## src/rtl/core/mjt_pkg.sv

```systemverilog
// Shared types, constants and microcode encodings for the minimum-jerk
// trajectory generator. No dependencies.
package mjt_pkg;

    localparam int NUM_JOINTS = 7;
    localparam int POS_W      = 20;
    localparam int DUR_W      = 32;
    localparam int PER_W      = 16;
    localparam int ELAP_W     = 33;
    localparam int Q_W        = 17;
    localparam int MA_W       = 18;
    localparam int MB_W       = 22;
    localparam int PROD_W     = 40;
    localparam int POLY_W     = 20;
    localparam int JIDX_W     = (NUM_JOINTS > 1) ? $clog2(NUM_JOINTS) : 1;
    localparam int CFG_AW     = $clog2(NUM_JOINTS + 1);
    localparam int CFG_DW     = 32;

    localparam logic [CFG_AW-1:0] CFG_DURATION = CFG_AW'(0);
    localparam int                CFG_TARGET0  = 1;

    localparam logic [DUR_W-1:0]  DUR_RESET   = DUR_W'(20000000);
    localparam logic [ELAP_W-1:0] ELAP_MAX    = '1;
    localparam logic [Q_W-1:0]    ONE_Q16     = Q_W'(65536);
    localparam int                ROUND_HALF  = 32768;
    localparam int                C_TEN       = 10;
    localparam int                C_FIFTEEN   = 15;
    localparam int                C_SIX       = 6;

    typedef logic signed [POS_W-1:0] t_pos;

    localparam t_pos TGT_RESET [12] = '{
        t_pos'(0), t_pos'(-51446), t_pos'(0), t_pos'(-154403),
        t_pos'(0), t_pos'(102957), t_pos'(51446), t_pos'(0),
        t_pos'(0), t_pos'(0), t_pos'(0), t_pos'(0)
    };

    typedef struct packed {
        logic                        req_type;
        logic [PER_W-1:0]            tick_period_us;
        t_pos [NUM_JOINTS-1:0]       measured_pos;
    } t_in_beat;

    typedef struct packed {
        t_pos [NUM_JOINTS-1:0]       command_pos;
        logic                        done_res;
    } t_out_beat;

    localparam logic REQ_START = 1'b0;

    typedef enum logic [3:0] {
        OP_ACCEPT,
        OP_CMP,
        OP_DIVGO,
        OP_WAIT,
        OP_MTT,
        OP_RT2,
        OP_MT2T,
        OP_RT3,
        OP_MALPHA,
        OP_RALPHA,
        OP_MBLEND,
        OP_WBLEND,
        OP_OUT
    } t_op;

    typedef enum logic [2:0] {
        J_NEXT,
        J_GOTO,
        J_DISPATCH,
        J_OVER,
        J_DIVBUSY,
        J_JLOOP,
        J_OUTWAIT
    } t_jmp;

    typedef logic [3:0] t_addr;

    localparam t_addr A_IDLE    = 4'd0;
    localparam t_addr A_CMP     = 4'd1;
    localparam t_addr A_DIVGO   = 4'd2;
    localparam t_addr A_DIVWAIT = 4'd3;
    localparam t_addr A_MTT     = 4'd4;
    localparam t_addr A_RT2     = 4'd5;
    localparam t_addr A_MT2T    = 4'd6;
    localparam t_addr A_RT3     = 4'd7;
    localparam t_addr A_MALPHA  = 4'd8;
    localparam t_addr A_RALPHA  = 4'd9;
    localparam t_addr A_MBLEND  = 4'd10;
    localparam t_addr A_WBLEND  = 4'd11;
    localparam t_addr A_OUT     = 4'd12;

    typedef struct packed {
        t_op   op;
        t_jmp  jmp;
        t_addr target;
    } t_ucode;

    typedef struct packed {
        t_op op;
    } t_ctrl;

    typedef struct packed {
        logic accept;
        logic is_start;
        logic over;
        logic div_busy;
        logic jlast;
        logic out_free;
    } t_flags;

endpackage

```

## src/rtl/core/mjt_div.sv

```systemverilog
// Restoring divider: t = floor(num * 2^16 / den), one quotient bit per cycle.
// Assumes num <= den. Depends on mjt_pkg.
module mjt_div (
    input  logic                        i_clk,
    input  logic                        i_rst_n,
    input  logic                        i_go,
    input  logic [mjt_pkg::DUR_W-1:0]   i_num,
    input  logic [mjt_pkg::DUR_W-1:0]   i_den,
    output logic                        o_busy,
    output logic [mjt_pkg::Q_W-1:0]     o_quot
);
    localparam int CNT_W = $clog2(mjt_pkg::Q_W);

    logic                        r_busy;
    logic [CNT_W-1:0]            r_cnt;
    logic [mjt_pkg::DUR_W-1:0]   r_rem;
    logic                        r_lsb;
    logic [mjt_pkg::Q_W-1:0]     r_quot;

    logic [mjt_pkg::DUR_W-1:0]   w_den;
    logic [mjt_pkg::DUR_W:0]     w_shift;
    logic [mjt_pkg::DUR_W+1:0]   w_diff;
    logic                        w_bit;

    assign w_den   = (i_den == '0) ? mjt_pkg::DUR_W'(1) : i_den;
    assign w_bit   = (r_cnt == CNT_W'(mjt_pkg::Q_W - 1)) ? r_lsb : 1'b0;
    assign w_shift = {r_rem, w_bit};
    assign w_diff  = {1'b0, w_shift} - {2'b00, w_den};

    always_ff @(posedge i_clk) begin
        if (!i_rst_n) begin
            r_busy <= 1'b0;
            r_cnt  <= '0;
        end else if (i_go) begin
            r_busy <= 1'b1;
            r_cnt  <= CNT_W'(mjt_pkg::Q_W - 1);
        end else if (r_busy) begin
            if (r_cnt == '0) begin
                r_busy <= 1'b0;
            end else begin
                r_cnt <= r_cnt - CNT_W'(1);
            end
        end
    end

    always_ff @(posedge i_clk) begin
        if (i_go) begin
            r_rem  <= {1'b0, i_num[mjt_pkg::DUR_W-1:1]};
            r_lsb  <= i_num[0];
            r_quot <= '0;
        end else if (r_busy) begin
            if (!w_diff[mjt_pkg::DUR_W+1]) begin
                r_rem  <= w_diff[mjt_pkg::DUR_W-1:0];
                r_quot <= {r_quot[mjt_pkg::Q_W-2:0], 1'b1};
            end else begin
                r_rem  <= w_shift[mjt_pkg::DUR_W-1:0];
                r_quot <= {r_quot[mjt_pkg::Q_W-2:0], 1'b0};
            end
        end
    end

    assign o_busy = r_busy;
    assign o_quot = r_quot;

endmodule

```

## src/rtl/core/mjt_dpath.sv

```systemverilog
// Datapath: config registers, trajectory state, shared multiplier, divider
// and output register. Driven by one op per cycle. Depends on mjt_pkg, mjt_div.
module mjt_dpath (
    input  logic                          i_clk,
    input  logic                          i_rst_n,
    input  mjt_pkg::t_ctrl                i_ctrl,
    output mjt_pkg::t_flags               o_flags,
    input  logic                          i_cfg_we,
    input  logic [mjt_pkg::CFG_AW-1:0]    i_cfg_index,
    input  logic [mjt_pkg::CFG_DW-1:0]    i_cfg_data,
    input  logic                          i_in_valid,
    output logic                          o_in_stall,
    input  mjt_pkg::t_in_beat             i_in_beat,
    output logic                          o_out_valid,
    input  logic                          i_out_stall,
    output mjt_pkg::t_out_beat            o_out_beat
);
    localparam int NJ = mjt_pkg::NUM_JOINTS;

    logic [mjt_pkg::DUR_W-1:0]   r_dur;
    mjt_pkg::t_pos               r_tgt   [NJ];
    mjt_pkg::t_pos               r_start [NJ];
    mjt_pkg::t_pos               r_cmd   [NJ];
    logic                        r_done;
    logic [mjt_pkg::ELAP_W-1:0]  r_elapsed;
    logic [mjt_pkg::Q_W-1:0]     r_t2;
    logic [mjt_pkg::Q_W-1:0]     r_t3;
    logic [mjt_pkg::POLY_W-1:0]  r_poly;
    logic [mjt_pkg::Q_W-1:0]     r_alpha;
    logic signed [mjt_pkg::PROD_W-1:0] r_prod;
    logic [mjt_pkg::JIDX_W-1:0]  r_jidx;
    logic                        r_ovalid;
    mjt_pkg::t_out_beat          r_out;

    logic                        w_acc;
    logic                        w_over;
    logic                        w_free;
    logic                        w_div_go;
    logic                        w_div_busy;
    logic [mjt_pkg::Q_W-1:0]     w_t;
    logic [mjt_pkg::ELAP_W:0]    w_sum;
    logic signed [mjt_pkg::MA_W-1:0]   w_mul_a;
    logic signed [mjt_pkg::MB_W-1:0]   w_mul_b;
    logic signed [mjt_pkg::MB_W-1:0]   w_diff;
    logic signed [mjt_pkg::PROD_W-1:0] w_prod;
    logic signed [mjt_pkg::PROD_W-1:0] w_rnd;
    logic [23:0]                 w_poly;
    logic [23:0]                 w_alpha;

    assign w_acc    = i_in_valid && (i_ctrl.op == mjt_pkg::OP_ACCEPT);
    assign w_over   = r_elapsed > {1'b0, r_dur};
    assign w_free   = !r_ovalid || !i_out_stall;
    assign w_div_go = (i_ctrl.op == mjt_pkg::OP_DIVGO);
    assign w_sum    = {1'b0, r_elapsed} + (mjt_pkg::ELAP_W + 1)'(i_in_beat.tick_period_us);

    mjt_div u_div (
        .i_clk   (i_clk),
        .i_rst_n (i_rst_n),
        .i_go    (w_div_go),
        .i_num   (r_elapsed[mjt_pkg::DUR_W-1:0]),
        .i_den   (r_dur),
        .o_busy  (w_div_busy),
        .o_quot  (w_t)
    );

    // shared multiplier operand select
    assign w_diff = mjt_pkg::MB_W'(r_tgt[r_jidx]) - mjt_pkg::MB_W'(r_start[r_jidx]);

    always_comb begin
        w_mul_a = mjt_pkg::MA_W'(w_t);
        w_mul_b = mjt_pkg::MB_W'(w_t);
        unique case (i_ctrl.op)
            mjt_pkg::OP_MT2T: begin
                w_mul_a = mjt_pkg::MA_W'(r_t2);
                w_mul_b = mjt_pkg::MB_W'(w_t);
            end
            mjt_pkg::OP_MALPHA: begin
                w_mul_a = mjt_pkg::MA_W'(r_t3);
                w_mul_b = mjt_pkg::MB_W'(r_poly);
            end
            mjt_pkg::OP_MBLEND: begin
                w_mul_a = mjt_pkg::MA_W'(r_alpha);
                w_mul_b = w_diff;
            end
            default: begin
                w_mul_a = mjt_pkg::MA_W'(w_t);
                w_mul_b = mjt_pkg::MB_W'(w_t);
            end
        endcase
    end

    assign w_prod  = w_mul_a * w_mul_b;
    assign w_rnd   = r_prod + mjt_pkg::PROD_W'(mjt_pkg::ROUND_HALF);
    // 10 - 15t + 6t^2 in Q16, t from divider, t2 registered
    assign w_poly  = 24'(mjt_pkg::C_TEN * 65536)
                   + 24'(r_t2) * 24'(mjt_pkg::C_SIX)
                   - 24'(w_t) * 24'(mjt_pkg::C_FIFTEEN);
    assign w_alpha = w_rnd[39:16];

    // control state: config, elapsed time, start pose, loop index, out valid
    always_ff @(posedge i_clk) begin
        if (!i_rst_n) begin
            r_dur     <= mjt_pkg::DUR_RESET;
            r_elapsed <= '0;
            r_jidx    <= '0;
            r_ovalid  <= 1'b0;
            for (int j = 0; j < NJ; j++) begin
                r_tgt[j]   <= mjt_pkg::TGT_RESET[j];
                r_start[j] <= '0;
            end
        end else begin
            if (i_cfg_we) begin
                if (i_cfg_index == mjt_pkg::CFG_DURATION) begin
                    r_dur <= i_cfg_data;
                end
                for (int j = 0; j < NJ; j++) begin
                    if (i_cfg_index == mjt_pkg::CFG_AW'(mjt_pkg::CFG_TARGET0 + j)) begin
                        r_tgt[j] <= i_cfg_data[mjt_pkg::POS_W-1:0];
                    end
                end
            end
            if (w_acc) begin
                if (i_in_beat.req_type == mjt_pkg::REQ_START) begin
                    r_elapsed <= '0;
                    for (int j = 0; j < NJ; j++) begin
                        r_start[j] <= i_in_beat.measured_pos[j];
                    end
                end else if (w_sum[mjt_pkg::ELAP_W]) begin
                    r_elapsed <= mjt_pkg::ELAP_MAX;
                end else begin
                    r_elapsed <= w_sum[mjt_pkg::ELAP_W-1:0];
                end
            end
            if (i_ctrl.op == mjt_pkg::OP_RALPHA) begin
                r_jidx <= '0;
            end else if (i_ctrl.op == mjt_pkg::OP_WBLEND) begin
                r_jidx <= r_jidx + mjt_pkg::JIDX_W'(1);
            end
            if (i_ctrl.op == mjt_pkg::OP_OUT && w_free) begin
                r_ovalid <= 1'b1;
            end else if (!i_out_stall) begin
                r_ovalid <= 1'b0;
            end
        end
    end

    // payload
    always_ff @(posedge i_clk) begin
        unique case (i_ctrl.op)
            mjt_pkg::OP_ACCEPT: begin
                if (w_acc && i_in_beat.req_type == mjt_pkg::REQ_START) begin
                    r_done <= 1'b0;
                    for (int j = 0; j < NJ; j++) begin
                        r_cmd[j] <= i_in_beat.measured_pos[j];
                    end
                end
            end
            mjt_pkg::OP_CMP: begin
                r_done <= w_over;
                if (w_over) begin
                    for (int j = 0; j < NJ; j++) begin
                        r_cmd[j] <= r_tgt[j];
                    end
                end
            end
            mjt_pkg::OP_MTT, mjt_pkg::OP_MT2T, mjt_pkg::OP_MALPHA,
            mjt_pkg::OP_MBLEND: begin
                r_prod <= w_prod;
            end
            mjt_pkg::OP_RT2: begin
                r_t2 <= w_rnd[16 +: mjt_pkg::Q_W];
            end
            mjt_pkg::OP_RT3: begin
                r_t3   <= w_rnd[16 +: mjt_pkg::Q_W];
                r_poly <= w_poly[23] ? '0 : w_poly[mjt_pkg::POLY_W-1:0];
            end
            mjt_pkg::OP_RALPHA: begin
                r_alpha <= (w_alpha > 24'(mjt_pkg::ONE_Q16)) ? mjt_pkg::ONE_Q16
                                                             : w_alpha[mjt_pkg::Q_W-1:0];
            end
            mjt_pkg::OP_WBLEND: begin
                r_cmd[r_jidx] <= r_start[r_jidx] + mjt_pkg::t_pos'(w_rnd[16 +: mjt_pkg::POS_W]);
            end
            mjt_pkg::OP_OUT: begin
                if (w_free) begin
                    r_out.done_res <= r_done;
                    for (int j = 0; j < NJ; j++) begin
                        r_out.command_pos[j] <= r_cmd[j];
                    end
                end
            end
            default: begin
            end
        endcase
    end

    assign o_flags.accept   = w_acc;
    assign o_flags.is_start = (i_in_beat.req_type == mjt_pkg::REQ_START);
    assign o_flags.over     = w_over;
    assign o_flags.div_busy = w_div_busy;
    assign o_flags.jlast    = (r_jidx == mjt_pkg::JIDX_W'(NJ - 1));
    assign o_flags.out_free = w_free;

    assign o_in_stall  = (i_ctrl.op != mjt_pkg::OP_ACCEPT);
    assign o_out_valid = r_ovalid;
    assign o_out_beat  = r_out;

endmodule

```

## src/rtl/core/mjt_seq.sv

```systemverilog
// Microcode sequencer: step counter, control ROM and conditional jumps.
// Depends on mjt_pkg.
module mjt_seq (
    input  logic             i_clk,
    input  logic             i_rst_n,
    input  mjt_pkg::t_flags  i_flags,
    output mjt_pkg::t_ctrl   o_ctrl
);
    mjt_pkg::t_addr  r_pc;
    mjt_pkg::t_addr  n_pc;
    mjt_pkg::t_ucode w_uc;

    function automatic mjt_pkg::t_ucode ucode_rom(input mjt_pkg::t_addr a);
        mjt_pkg::t_ucode u;
        u = '{mjt_pkg::OP_WAIT, mjt_pkg::J_GOTO, mjt_pkg::A_IDLE};
        unique case (a)
            mjt_pkg::A_IDLE:    u = '{mjt_pkg::OP_ACCEPT, mjt_pkg::J_DISPATCH, mjt_pkg::A_OUT};
            mjt_pkg::A_CMP:     u = '{mjt_pkg::OP_CMP,    mjt_pkg::J_OVER,     mjt_pkg::A_OUT};
            mjt_pkg::A_DIVGO:   u = '{mjt_pkg::OP_DIVGO,  mjt_pkg::J_NEXT,     mjt_pkg::A_IDLE};
            mjt_pkg::A_DIVWAIT: u = '{mjt_pkg::OP_WAIT,   mjt_pkg::J_DIVBUSY,  mjt_pkg::A_IDLE};
            mjt_pkg::A_MTT:     u = '{mjt_pkg::OP_MTT,    mjt_pkg::J_NEXT,     mjt_pkg::A_IDLE};
            mjt_pkg::A_RT2:     u = '{mjt_pkg::OP_RT2,    mjt_pkg::J_NEXT,     mjt_pkg::A_IDLE};
            mjt_pkg::A_MT2T:    u = '{mjt_pkg::OP_MT2T,   mjt_pkg::J_NEXT,     mjt_pkg::A_IDLE};
            mjt_pkg::A_RT3:     u = '{mjt_pkg::OP_RT3,    mjt_pkg::J_NEXT,     mjt_pkg::A_IDLE};
            mjt_pkg::A_MALPHA:  u = '{mjt_pkg::OP_MALPHA, mjt_pkg::J_NEXT,     mjt_pkg::A_IDLE};
            mjt_pkg::A_RALPHA:  u = '{mjt_pkg::OP_RALPHA, mjt_pkg::J_NEXT,     mjt_pkg::A_IDLE};
            mjt_pkg::A_MBLEND:  u = '{mjt_pkg::OP_MBLEND, mjt_pkg::J_NEXT,     mjt_pkg::A_IDLE};
            mjt_pkg::A_WBLEND:  u = '{mjt_pkg::OP_WBLEND, mjt_pkg::J_JLOOP,    mjt_pkg::A_MBLEND};
            mjt_pkg::A_OUT:     u = '{mjt_pkg::OP_OUT,    mjt_pkg::J_OUTWAIT,  mjt_pkg::A_IDLE};
            default:            u = '{mjt_pkg::OP_WAIT,   mjt_pkg::J_GOTO,     mjt_pkg::A_IDLE};
        endcase
        return u;
    endfunction

    assign w_uc = ucode_rom(r_pc);

    always_comb begin
        n_pc = r_pc + mjt_pkg::t_addr'(1);
        unique case (w_uc.jmp)
            mjt_pkg::J_NEXT:     n_pc = r_pc + mjt_pkg::t_addr'(1);
            mjt_pkg::J_GOTO:     n_pc = w_uc.target;
            mjt_pkg::J_DISPATCH: begin
                if (!i_flags.accept) begin
                    n_pc = r_pc;
                end else if (i_flags.is_start) begin
                    n_pc = w_uc.target;
                end else begin
                    n_pc = r_pc + mjt_pkg::t_addr'(1);
                end
            end
            mjt_pkg::J_OVER:
                n_pc = i_flags.over ? w_uc.target : r_pc + mjt_pkg::t_addr'(1);
            mjt_pkg::J_DIVBUSY:
                n_pc = i_flags.div_busy ? r_pc : r_pc + mjt_pkg::t_addr'(1);
            mjt_pkg::J_JLOOP:
                n_pc = i_flags.jlast ? r_pc + mjt_pkg::t_addr'(1) : w_uc.target;
            mjt_pkg::J_OUTWAIT:
                n_pc = i_flags.out_free ? w_uc.target : r_pc;
            default:             n_pc = mjt_pkg::A_IDLE;
        endcase
    end

    always_ff @(posedge i_clk) begin
        if (!i_rst_n) begin
            r_pc <= mjt_pkg::A_IDLE;
        end else begin
            r_pc <= n_pc;
        end
    end

    assign o_ctrl.op = w_uc.op;

endmodule

```

## src/rtl/core/min_jerk_joint_trajectory.sv

```systemverilog
// Top level of the minimum-jerk joint trajectory generator.
// Depends on mjt_pkg, mjt_seq, mjt_dpath.
//
//  channel  | handshake              | payload
//  ---------+------------------------+----------------------------------
//  in       | i_in_valid / o_in_stall | i_in_beat  (mjt_pkg::t_in_beat)
//  out      | o_out_valid / i_out_stall | o_out_beat (mjt_pkg::t_out_beat)
//  cfg      | i_cfg_valid / o_cfg_ready | i_cfg_index, i_cfg_data
//
// One beat at a time. A start beat goes straight to the output register. A
// tick past the duration takes the compare step first; a tick in range also
// runs the 17-step divider and the shared multiplier for each joint.
// Synchronous active-low reset; config regs return to reset values.
// A result waiting under i_out_stall does not block the next input beat;
// the sequencer holds at its output step only if a second result is ready.
module min_jerk_joint_trajectory (
    input  logic                          i_clk,
    input  logic                          i_rst_n,
    input  logic                          i_in_valid,
    output logic                          o_in_stall,
    input  mjt_pkg::t_in_beat             i_in_beat,
    output logic                          o_out_valid,
    input  logic                          i_out_stall,
    output mjt_pkg::t_out_beat            o_out_beat,
    input  logic                          i_cfg_valid,
    output logic                          o_cfg_ready,
    input  logic [mjt_pkg::CFG_AW-1:0]    i_cfg_index,
    input  logic [mjt_pkg::CFG_DW-1:0]    i_cfg_data
);
    mjt_pkg::t_ctrl  w_ctrl;
    mjt_pkg::t_flags w_flags;
    logic            w_cfg_we;

    assign o_cfg_ready = 1'b1;
    assign w_cfg_we    = i_cfg_valid && o_cfg_ready;

    mjt_seq u_seq (
        .i_clk   (i_clk),
        .i_rst_n (i_rst_n),
        .i_flags (w_flags),
        .o_ctrl  (w_ctrl)
    );

    mjt_dpath u_dpath (
        .i_clk       (i_clk),
        .i_rst_n     (i_rst_n),
        .i_ctrl      (w_ctrl),
        .o_flags     (w_flags),
        .i_cfg_we    (w_cfg_we),
        .i_cfg_index (i_cfg_index),
        .i_cfg_data  (i_cfg_data),
        .i_in_valid  (i_in_valid),
        .o_in_stall  (o_in_stall),
        .i_in_beat   (i_in_beat),
        .o_out_valid (o_out_valid),
        .i_out_stall (i_out_stall),
        .o_out_beat  (o_out_beat)
    );

endmodule

```

## config.mk

```make
export PLATFORM = sky130hd
export DESIGN_NAME = min_jerk_joint_trajectory
export DESIGN_NICKNAME = d
export VERILOG_FILES = /design/src/rtl/core/mjt_pkg.sv /design/src/rtl/core/mjt_div.sv /design/src/rtl/core/mjt_dpath.sv /design/src/rtl/core/mjt_seq.sv /design/src/rtl/core/min_jerk_joint_trajectory.sv
export SDC_FILE = /design/constraint.sdc
export NUM_CORES = 2
export LEC_CHECK = 0
export BUFFER_PORTS_ARGS = -buffer_cell sky130_fd_sc_hd__buf_2
export CAP_MARGIN = 20
export CORE_ASPECT_RATIO = 2
export CORE_MARGIN = 2
export CORE_UTILIZATION = 45
export DETAILED_ROUTE_END_ITERATION = 10
export GPL_TIMING_DRIVEN = 0
export REMOVE_ABC_BUFFERS = 1
export SYNTH_ARGS = -nofsm -noshare
export SYNTH_HDL_FRONTEND = slang
export SYNTH_SLANG_ARGS = --single-unit
```

## constraint.sdc

```tcl
create_clock -name i_clk -period 12.7 [get_ports i_clk]
set_input_delay 0.635 -clock i_clk [delete_from_list [all_inputs] [get_ports i_clk]]
set_output_delay 0.635 -clock i_clk [all_outputs]
set_load 0.01 [all_outputs]
```

==> impl_metrics.py <==
metrics = {
    "status": {
        "outcome": "completed",
    },
    "clocking": {
        "post_cts_resized": 2,
        "clk_latency_ns": 0.70,
        "clock-root-buffer": "clkbuf_16",
        "postCtsSetupBuffers": 0,
        "cts_buffers": 77,
        "cts_sinks": 800,
        "hold_buffers": 0,
        "clk_path_buf_depth": 3,
        "cts_tree": "done",
        "htree_levels": 3,
        "clk_pin_slew_worst_paths_ns": 0.07,
    },
    "logic_synthesis": {
        "synth.distinct_cells": 97,
        "ys.flop_type": "edfxtp_1",
        "synth_cells": 5224,
        "yosysWarnings": 0,
        "synth_area_um2": 54900,
        "synth_edf_count": 690,
        "synth_seq_cells": 800,
        "ys_seq_area_share_pct": 41.7,
        "synth_area_per_cell_um2": 10.5,
        "async_reset_ff_share_pct": 0,
    },
    "die": {
        "die_area_um2": 125000,
        "io_pins": 341,
        "initial_utilization_pct": 45.2,
        "core_area_um2": 121000,
        "die_h_um": 498,
        "rows": 181,
        "die_w_um": 251,
    },
    "critical_path": {
        "worst-path-buf-inv": 8,
        "worstPathRequired_ns": 13.14,
        "slowest_stage": "dfxtp_4",
        "crit_type": "register to register",
        "cp.arrival_ns": 12.77,
        "cp_top_family": "adder cells",
        "cpMostUsedCell": "fa_1",
        "slowest_delay_ns": 0.70,
        "cp-end-kind": "register",
        "critical_path_peak_fanout": 37,
        "worstSetupStartpointType": "register",
    },
    "place": {
        "port_buffers": 339,
        "globalplace.congestion": 1.00,
        "dp_hpwl_um": 159000,
    },
    "run": {
        "cap_violations": 0,
    },
    "sta": {
        "max_freq_mhz": 81.1,
        "holdWs_ns": 0.180,
        "tightest_slew_ns": 1.33,
        "finalSetupViolCount": 0,
        "hold_violations": 0,
        "period_share_pct": 97.1,
        "min_period_ns": 12.33,
        "max-slew-margin-rel_pct": 10.5,
        "fin_worst_skew_ns": 0.0404,
        "rsz0062_at_grt": "no",
        "drv_slew": 0,
    },
    "cells_and_area": {
        "nets": 6407,
        "syn_to_final_growth_pct": 13.5,
        "utilization_pct": 51.4,
        "drive_gt1_share_pct": 14.0,
    },
    "drt": {
        "via_per_inst": 5.85,
        "initialDrtViolationCount": 3277,
        "vias": 41927,
        "drc": 0,
        "antenna_left": 0,
        "highest_layer": "met5",
        "wl_met2_um": 105000,
        "dr.pass1.iters": 6,
        "routed_wl_um": 201000,
        "met3_length_um": 12800,
        "wl_per_cell_um": 28.1,
        "wl_met1_um": 64200,
    },
    "grt": {
        "grt_overflow": 0,
        "grt_start_max_net_pins": 94,
        "grt_pass1_vias": 43441,
        "grt_antenna_before_repair": 27,
        "grt_pass1_wl_um": 288000,
        "grt_use_total_pct": 32.3,
    },
    "hold_path": {
        "worstHoldPathType": "input port to register",
    },
    "power_and_ir_drop": {
        "power.density_nw_per_um2": 165,
        "leakage_nw": 26.1,
        "max-vdd-ir-drop_mv": 0.117,
    },
}
synthesized netlist by cell type (all sizes together), types with 8 or more instances:
library cell	number	area [um^2]
edfxtp	690	20700
inv	637	2390
nand2	607	2290
nor2	469	1760
fa	411	8230
ha	270	3380
a21oi	233	1180
o21ai	221	1110
and2	202	1260
clkbuf	172	649
mux2i	111	1110
dfxtp	110	2200
xnor2	80	701
and3	76	475
a31oi	75	469
nand3	67	353
nand2b	58	363
nor3	58	305
mux2	57	642
a21o	54	405
xor2	53	464
a211oi	49	378
buf	48	229
or3	47	294
mux4	40	901
nand4	33	206
nor2b	31	201
o21a	27	203
o211ai	21	163
or2	21	131
o21bai	18	135
and4	16	140
nor4	15	100
o31ai	10	80.1
a31o	9	78.8
a221oi	8	87.6
kinds of logic after synthesis:
group / after synthesis / share of synthesized area [%]
flip-flops: 800 / 41.7
multiplexers: 208 / 4.83
buffers and inverters: 857 / 5.95
XOR/XNOR: 134 / 2.16
AND/OR/NAND/NOR: 1725 / 14.7
other: 1 / 0.00683
adder cells (fa/ha/maj): 681 / 21.1
AO/OA/AOI/OAI: 818 / 9.44
where the power goes:
group	total, W	switching (W)	leakage (nW)	internal [W]
sequential	0.00360	0.000229	7.47	0.00337
combinational	0.00428	0.00289	17.4	0.00139
clock	0.00240	0.00113	1.24	0.00127
total	0.0103	0.00426	26.1	0.00603
flip-flops by register name, summed over array words and instances, names as in the netlist, 3 cells and up, named ones only:
name                  count
u_dpath.r_start         140
u_dpath.r_cmd           140
u_dpath.r_t2             17
u_dpath.u_div.r_cnt       5
u_dpath.r_tgt           140
u_dpath.r_poly           20
u_dpath.u_div.o_quot     17
u_seq.w_uc               10
u_dpath.r_prod           25
u_dpath.r_dur            32
u_dpath.u_div.r_rem      32
u_dpath.r_elapsed        33
u_dpath.r_jidx            3
o_out_beat              140
u_seq.r_pc                4
u_dpath.r_alpha          17
u_dpath.r_t3             17
worst paths after layout:
path,start,depth (start not counted),slack [ns],end
max,register,37,0.37,u_dpath.r_prod[39]
min,i_cfg_data[24],3,0.18,u_dpath.r_dur[24]
max reg2reg,register,37,0.37,u_dpath.r_prod[39]
min reg2reg,u_dpath.r_cmd[4][5],0,0.42,o_out_beat[86]
placed cells by master, fill, tap and decap left out, types with 14 or more instances in the layout:
master     netlist  final
mux2i_1        111    110
buf_12           0     24
nand2_1        606    596
nor3_1          55     51
o21ai_0        202    196
nor4_1          14     14
mux4_2          40     40
ha_1           270    270
a31oi_1         75     74
buf_6            1     30
inv_1          636    632
o211ai_1        20     20
dfxtp_1        110    106
nand2b_1        58     54
and3_1          76     76
xnor2_1         80     80
buf_16           0     21
or2_2           21     21
clkbuf_16        0     77
a21o_1          54     54
nand4_1         33     33
mux2_2          57     57
nor2_1         469    461
a211oi_1        47     46
xor2_1          53     53
or3_1           47     46
buf_8            0     22
and2_1         201    200
nand3_1         65     64
buf_2           27    338
o21bai_1        18     18
nor2b_1         30     30
clkinv_2         0     15
fa_1           411    411
edfxtp_1       690    690
diode_2          0     15
and4_1          16     16
a21oi_1        230    226
o21a_1          27     27
o21ai_1         18     18
worst min-delay path: cells and delay by family:
| kind | cells | cell delay, ns |
|---|---|---|
| AO/OA/AOI/OAI | 1 | 0.08 |
| AND/OR/NAND/NOR | 1 | 0.05 |
| buffers and inverters | 1 | 0.08 |
layout make-up:
type                    instances  area, um^2
fillers                     11072       59000
multi-input cells            3567       29000
flip-flops and latches        800       22900
repair buffers                446        3500
inverters                     637        2410
clock buffers                  86        1960
well taps                    1555        1950
clock inverters                56         588
diodes                         15        37.5
metal layers:
layer	up-vias	track usage [%]
met2	1880	58.6
met3	647	5.12
met4	12	26.0
met5	-	0
li1	18455	-
met1	20933	32.3
per-stage QoR:
step / instance area (um^2) / TNS, ns / std cells / setup WS [ns] / power [W]
after floorplan: 54000 / 0 / 5004 / 0.766 / 0.00602
after global placement: 57700 / -296.73 / 6898 / -5.08 / 0.00763
after detailed placement: 59700 / -0.214 / 7003 / -0.142 / 0.00785
after CTS: 62300 / 0 / 7145 / 0.173 / 0.0103
after global routing: 62300 / 0 / 7151 / 0.0787 / 0.0107
final: 62300 / 0 / 7162 / 0.369 / 0.0103
No activity file was read; power rests on OpenSTA's default activity.
